`config.mk`:
```
export PLATFORM = sky130hd
export DESIGN_NAME = timestamp_log_range_query
export DESIGN_NICKNAME = d
export VERILOG_FILES = /design/src/rtl/core/tlrq_pkg.sv /design/src/rtl/core/tlrq_ram.sv /design/src/rtl/core/tlrq_cmp.sv /design/src/rtl/core/timestamp_log_range_query.sv
export SDC_FILE = /design/constraint.sdc
export NUM_CORES = 2
export LEC_CHECK = 0
export BUFFER_PORTS_ARGS = -buffer_cell sky130_fd_sc_hd__buf_4
export CORE_MARGIN = 5
export CORE_UTILIZATION = 30
export CTS_BUF_LIST = sky130_fd_sc_hd__clkbuf_16
export CTS_CLUSTER_DIAMETER = 60
export CTS_CLUSTER_SIZE = 10
export DETAILED_ROUTE_END_ITERATION = 16
export SYNTH_ARGS = -nofsm -noshare
export SYNTH_HDL_FRONTEND = slang
export SYNTH_SLANG_ARGS = --single-unit
```
`constraint.sdc`:
```
create_clock -name clk -period 8.9 [get_ports clk]
set_input_delay 1.335 -clock clk [delete_from_list [all_inputs] [get_ports clk]]
set_output_delay 1.335 -clock clk [all_outputs]
set_load 0.005 [all_outputs]
```
`src/rtl/core/tlrq_pkg.sv`:
```
// Shared types, codes and a timestamp helper for the timestamp log range query block.
package tlrq_pkg;

	localparam int ID_W    = 16;
	localparam int STAMP_W = 40;
	localparam int GRAN_W  = 3;
	localparam int ENTRY_W = ID_W + STAMP_W;

	localparam logic CMD_PUT = 1'b0;
	localparam logic CMD_GET = 1'b1;

	localparam logic [GRAN_W-1:0] GR_ANY    = 3'd0;
	localparam logic [GRAN_W-1:0] GR_YEAR   = 3'd1;
	localparam logic [GRAN_W-1:0] GR_MONTH  = 3'd2;
	localparam logic [GRAN_W-1:0] GR_DAY    = 3'd3;
	localparam logic [GRAN_W-1:0] GR_HOUR   = 3'd4;
	localparam logic [GRAN_W-1:0] GR_MINUTE = 3'd5;
	localparam logic [GRAN_W-1:0] GR_SECOND = 3'd6;

	typedef struct packed {
		logic               cmd;
		logic [ID_W-1:0]    entry_id;
		logic [STAMP_W-1:0] entry_stamp;
		logic [STAMP_W-1:0] start_stamp;
		logic [STAMP_W-1:0] end_stamp;
		logic [GRAN_W-1:0]  granularity;
	} in_t;

	typedef struct packed {
		logic [ID_W-1:0] match_id;
		logic            found;
		logic            table_full;
		logic            last;
	} out_t;

	typedef enum logic [1:0] {
		ST_IDLE,
		ST_SCAN,
		ST_TAIL,
		ST_FLUSH
	} state_t;

	// keep the leading fields up to the chosen granularity; unknown codes keep nothing
	function automatic logic [STAMP_W-1:0] cut_mask(input logic [GRAN_W-1:0] g);
		logic [STAMP_W-1:0] m;
		case (g)
			GR_YEAR:   m = {{14{1'b1}}, {26{1'b0}}};
			GR_MONTH:  m = {{18{1'b1}}, {22{1'b0}}};
			GR_DAY:    m = {{23{1'b1}}, {17{1'b0}}};
			GR_HOUR:   m = {{28{1'b1}}, {12{1'b0}}};
			GR_MINUTE: m = {{34{1'b1}}, {6{1'b0}}};
			GR_SECOND: m = {STAMP_W{1'b1}};
			GR_ANY:    m = '0;
			default:   m = '0;
		endcase
		return m;
	endfunction

endpackage

```
`src/rtl/core/tlrq_ram.sv`:
```
// Generic single-write, single-read synchronous RAM with registered read data.
module tlrq_ram #(
	parameter int WIDTH = 8,
	parameter int DEPTH = 16
) (
	input  logic                                   clk,
	input  logic                                   we,
	input  logic [(DEPTH > 1 ? $clog2(DEPTH) : 1)-1:0] waddr,
	input  logic [WIDTH-1:0]                       wdata,
	input  logic                                   re,
	input  logic [(DEPTH > 1 ? $clog2(DEPTH) : 1)-1:0] raddr,
	output logic [WIDTH-1:0]                       rdata
);

	logic [WIDTH-1:0] mem [DEPTH];

	always_ff @(posedge clk) begin
		if (we) begin
			mem[waddr] <= wdata;
		end
		if (re) begin
			rdata <= mem[raddr];
		end
	end

endmodule

```
`src/rtl/core/tlrq_cmp.sv`:
```
// Range compare of one stored timestamp against the cut-off query bounds.
module tlrq_cmp import tlrq_pkg::*; (
	input  logic [STAMP_W-1:0] stamp,
	input  logic [STAMP_W-1:0] mask,
	input  logic [STAMP_W-1:0] lo,
	input  logic [STAMP_W-1:0] hi,
	output logic               hit
);

	logic [STAMP_W-1:0] cut;

	assign cut = stamp & mask;
	assign hit = (cut >= lo) && (cut <= hi);

endmodule

```
`src/rtl/core/timestamp_log_range_query.sv`:
```
// Top level of the timestamp log range query block: log table, scan control, result register.
// Put: result in the cycle after the transfer; a put can be taken every cycle while not busy.
// Retrieve over N > 0 stored entries: busy through states SCAN, TAIL and FLUSH, then IDLE again;
// hits follow the table scan, one entry read per cycle; the receiver cannot stall.
// Final retrieve result is registered from FLUSH; empty table: IDLE goes straight to FLUSH.
// Reset clears the entry count and control state; table contents are not cleared.
module timestamp_log_range_query import tlrq_pkg::*; #(
	parameter int MAX_ENTRIES = 64
) (
	input  logic clk,
	input  logic arst_n,
	input  logic start,
	input  in_t  req,
	output logic busy,
	output out_t result,
	output logic valid
);

	localparam int AW = (MAX_ENTRIES > 1) ? $clog2(MAX_ENTRIES) : 1;
	localparam int CW = $clog2(MAX_ENTRIES + 1);
	localparam logic [CW-1:0] FULL_COUNT = CW'(MAX_ENTRIES);

	state_t             state_q, state_d;
	logic [CW-1:0]      count_q;
	logic [AW-1:0]      idx_q;
	logic               rd_v_s1;
	logic [STAMP_W-1:0] lo_q, hi_q, mask_q;
	logic [ID_W-1:0]    pend_id_q;
	logic               pend_v_q;
	out_t               result_q;
	logic               valid_q;

	logic               accept, is_put, is_get, has_room, wr_en, rd_en, last_issue;
	logic [ENTRY_W-1:0] rd_data;
	logic [ID_W-1:0]    rd_id;
	logic [STAMP_W-1:0] rd_stamp;
	logic               hit, take_hit;
	logic               emit_v;
	out_t               emit_d;
	logic [STAMP_W-1:0] req_mask;

	assign busy       = (state_q != ST_IDLE);
	assign accept     = start && !busy;
	assign is_put     = accept && (req.cmd == CMD_PUT);
	assign is_get     = accept && (req.cmd == CMD_GET);
	assign has_room   = (count_q != FULL_COUNT);
	assign wr_en      = is_put && has_room;
	assign rd_en      = (state_q == ST_SCAN);
	assign last_issue = ((CW'(idx_q) + CW'(1)) == count_q);
	assign req_mask   = cut_mask(req.granularity);
	assign rd_id      = rd_data[ENTRY_W-1 -: ID_W];
	assign rd_stamp   = rd_data[STAMP_W-1:0];
	assign take_hit   = rd_v_s1 && hit;

	tlrq_ram #(
		.WIDTH(ENTRY_W),
		.DEPTH(MAX_ENTRIES)
	) u_table (
		.clk  (clk),
		.we   (wr_en),
		.waddr(count_q[AW-1:0]),
		.wdata({req.entry_id, req.entry_stamp}),
		.re   (rd_en),
		.raddr(idx_q),
		.rdata(rd_data)
	);

	tlrq_cmp u_cmp (
		.stamp(rd_stamp),
		.mask (mask_q),
		.lo   (lo_q),
		.hi   (hi_q),
		.hit  (hit)
	);

	always_comb begin
		state_d = state_q;
		case (state_q)
			ST_IDLE: begin
				if (is_get) begin
					state_d = (count_q == '0) ? ST_FLUSH : ST_SCAN;
				end
			end
			ST_SCAN: begin
				if (last_issue) begin
					state_d = ST_TAIL;
				end
			end
			ST_TAIL:  state_d = ST_FLUSH;
			ST_FLUSH: state_d = ST_IDLE;
			default:  state_d = ST_IDLE;
		endcase
	end

	always_comb begin
		emit_v = 1'b0;
		emit_d = '0;
		case (state_q)
			ST_IDLE: begin
				if (is_put) begin
					emit_v            = 1'b1;
					emit_d.table_full = !has_room;
					emit_d.last       = 1'b1;
				end
			end
			ST_SCAN, ST_TAIL: begin
				if (take_hit && pend_v_q) begin
					emit_v          = 1'b1;
					emit_d.match_id = pend_id_q;
					emit_d.found    = 1'b1;
				end
			end
			ST_FLUSH: begin
				emit_v          = 1'b1;
				emit_d.match_id = pend_v_q ? pend_id_q : '0;
				emit_d.found    = pend_v_q;
				emit_d.last     = 1'b1;
			end
			default: begin
				emit_v = 1'b0;
			end
		endcase
	end

	always_ff @(posedge clk or negedge arst_n) begin
		if (!arst_n) begin
			state_q  <= ST_IDLE;
			count_q  <= '0;
			idx_q    <= '0;
			rd_v_s1  <= 1'b0;
			pend_v_q <= 1'b0;
			valid_q  <= 1'b0;
		end else begin
			state_q <= state_d;
			rd_v_s1 <= rd_en;
			valid_q <= emit_v;
			if (wr_en) begin
				count_q <= count_q + CW'(1);
			end
			if (is_get) begin
				idx_q    <= '0;
				pend_v_q <= 1'b0;
			end else begin
				if (rd_en) begin
					idx_q <= idx_q + AW'(1);
				end
				if (take_hit) begin
					pend_v_q <= 1'b1;
				end
			end
		end
	end

	always_ff @(posedge clk) begin
		result_q <= emit_d;
		if (is_get) begin
			mask_q <= req_mask;
			lo_q   <= req.start_stamp & req_mask;
			hi_q   <= req.end_stamp & req_mask;
		end
		if (take_hit) begin
			pend_id_q <= rd_id;
		end
	end

	assign result = result_q;
	assign valid  = valid_q;

endmodule

```
==> results by group <==
Outcome
  – Outcome: complete, no violations

Clock network
  – CTS clk-pin slew, worst paths: around 0.060 ns
  – Hold Buf Count CTS: 0
  – CTS max path bufs: 4
  – # Post-CTS Setup Buffers: 0
  – TritonCTS clock tree: yes
  – Worst-Skew Late Latency: between 0.9 and 1 ns
  – Post-CTS Resized: 0
  – Clock sink count: between 3000 and 4000
  – CTS Buf Count: around 430
  – H-tree depth: 5
  – Clk Tree Root Cell: clkbuf_16

Yosys
  – Most frequent cells after synthesis: edfxtp_1 (3742), mux4_2 (867), mux2i_1 (374)
  – Synth Net Count: 6848
  – Ys Warns: 0
  – EDFF count, synth: 3742
  – Prevailing post-synth register cell: edfxtp_1
  – Top-area cell type share of the netlist area: 0.770
  – Seq/Total Area, Yosys: 0.776
  – Mapped cell area: approximately 150000 µm²
  – Most common cell in the synthesized netlist: edfxtp_1
  – Yosys top cell by area: edfxtp_1
  – Mapped Cells: roughly 6600
  – Syn Area/Cell: 22.0 µm²
  – Yosys cell types: 58
  – Area contributors post-synth: edfxtp_1 (77%), mux4_2 (13%), mux2i_1 (2.6%)
  – Async SR Flop Fraction: 0.00476
  – Synth Register Bits: approximately 3800

Worst setup path
  – Reg2reg path depth: 6
  – Critical Path AT: between 5 and 6 ns
  – FF-to-FF setup slack: approximately 3.7 ns
  – Worst Path Max Fanout: 37
  – Worst r2r src: count_q[3]
  – Worst reg2reg path endpoint: u_table.mem[13][1]
  – Critical path required time: 9.41 ns
  – CP Capture Type: register
  – Worst Setup Start Kind: register
  – CP Class: reg -> reg

Routing
  – Remaining DRCs: 0
  – First-iteration detailed-routing DRC count: slightly above 9000
  – WL met1: 170000 µm
  – Vias per cell: about 5.3
  – Pre-antenna DRT Iters: 5
  – Vias post-DR: slightly above 70000
  – Routed length per instance: about 30 µm
  – Met2 WL: 192000 µm
  – Routed Antenna Nets: 0
  – Routed wl met3: between 30000 and 40000 µm
  – Top sig layer: met5
  – Total Wirelength: a little over 400000 µm

Timing
  – Finish-stage setup viols: 0
  – Clock Skew: around 0.09 ns
  – Final setup margin: about 3.7 ns
  – RSZ-0062 raised after global routing: false
  – Slew margin rel.: 0.148
  – Worst-Margin Slew: between 1 and 1.5 ns
  – Slew Limit Fails: 0
  – Final min period: around 5.2 ns
  – Final period util: 0.586
  – Maximum clock rate: approximately 190 MHz
  – Setup TNS: 0 ns
  – Final Hold Fails: 0

Flow run
  – Max Cap Viol: 0

Placement
  – Placer Congestion: a little over 0.8
  – Post-DP HPWL: 232000 µm
  – Place WS: ~3.3 ns
  – Post-placement cell count: 13000
  – Port Buf Inserts: approximately 160

Floorplan
  – Die width: approximately 710 µm
  – Effective utilization at floorplan: 0.301
  – CORE AREA: 486000 µm²
  – Row count: 256
  – Ports: between 150 and 200
  – Die area: approximately 500000 µm²
  – Chip height: approximately 710 µm

Power and ir drop
  – Power per cell area: between 200 and 300 nW/µm²
  – LEAKAGE: around 0.052 µW
  – Max VDD drop: between 0.0002 and 0.00025 V

Cells and area
  – Fillers: about 45000
  – Area growth syn-to-layout: 14.6%
  – Share of layout cells above drive strength 1: 0.246
  – Multi-input gate area: ~31000 µm²
  – Post-Layout Cell Count: approximately 14000
  – Register Area: ~110000 µm²
  – Nets: a little over 7000
  – Post-layout util: 0.345

Global routing
  – Pin count of the biggest net entering global routing: between 100 and 150
  – Vias in the first global route: 71800
  – Initial antenna violation count: 50
  – Grt ovf: 0
  – All-layer global routing usage: 0.160
  – First-pass GRT wire length: about 570000 µm

Min path
  – Hold Crit Class: in -> async
[routing by layer]
layer,GRT usage,vias to the layer above
li1,-,28600
met1,0.224,39100
met2,0.251,3609
met3,0.0367,543
met4,0.0415,28
met5,0,-
[cell type report]
type	instances	share of cell area
Clock inverter	99	0.00550
Inverter	91	0.00214
Antenna cell	18	0.000269
Multi-Input combinational cell	2386	0.186
Sequential cell	3779	0.677
Timing Repair Buffer	326	0.0163
Tap cell	6450	0.0482
Clock buffer	432	0.0646
[worst max-delay path, cell delays in order, from the launching register on]
cell and delay, ns:
dfrtp_1 0.54, or3_1 0.71, nor3b_1 0.21, a21oi_1 0.63
nand3_1 0.80, nor2_4 1.02, buf_4 0.78
[metrics by stage]
stage                     hold slack [ns]  instance area (µm²)  total power [µW]
after detailed placement            0.405               156000             34100
after CTS                           0.257               167000             49400
after global routing                0.303               167000             50700
after global placement              0.422               156000             34000
final                               0.324               167000             49000
after floorplan                     0.400               146000             29100
[worst max path at each step]
stage,start,to,slack [ns],depth (start not counted)
after global routing,count_q[3],u_table.mem[3][7],3.52,6
after global placement,u_table.rdata[12],pend_id_q[4],3.06,10
final,count_q[3],u_table.mem[13][1],3.68,6
after detailed placement,start,u_table.mem[3][4],3.33,7
after CTS,count_q[3],u_table.mem[3][7],3.75,6
after floorplan,start,u_table.mem[62][0],3.49,6
[sequential cells by signal, summed over array words and instances (netlist names)]
name	count
mask_q	6
count_q	7
hi_q	40
u_table.mem	3584
u_table.rdata	56
valid	1
state_q	2
pend_id_q	16
result	19
lo_q	40
idx_q	6
pend_v_q	1
rd_v_s1	1
[kinds of logic (layout without fill, tap and decap cells)]
| logic type | count (synthesis) | count (layout) | synth area share |
|---|---|---|---|
| buf+inv | 454 | 948 | 0.0145 |
| flops | 3779 | 3779 | 0.776 |
| mux | 1241 | 1241 | 0.159 |
| other cells | 0 | 18 | 0 |
| simple gates | 493 | 493 | 0.0161 |
| compound gates | 545 | 545 | 0.0256 |
| xor+xnor | 21 | 21 | 0.00126 |
| fa+ha+maj | 86 | 86 | 0.00737 |
[power breakdown]
group          total, µW  leakage [µW]  switching, µW  internal, µW
sequential         20500        0.0341            447         20100
clock              15400       0.00594           6650          8700
combinational      13100        0.0121           7720          5360
[placed cells by master, fill, tap and decap left out, drive strengths merged, types with 24 or more instances in the layout]
cell	synthesis	final
edfxtp	3742	3742
mux4	867	867
clkbuf	170	432
mux2i	374	374
buf	193	326
a21oi	178	178
o221ai	176	176
inv	88	164
nor2	145	145
nand2	128	128
and2	91	91
ha	86	86
o22ai	55	55
nand3	47	47
a31oi	35	35
o21ai	30	30
and3	24	24
Power figures use the tool's default switching activity.
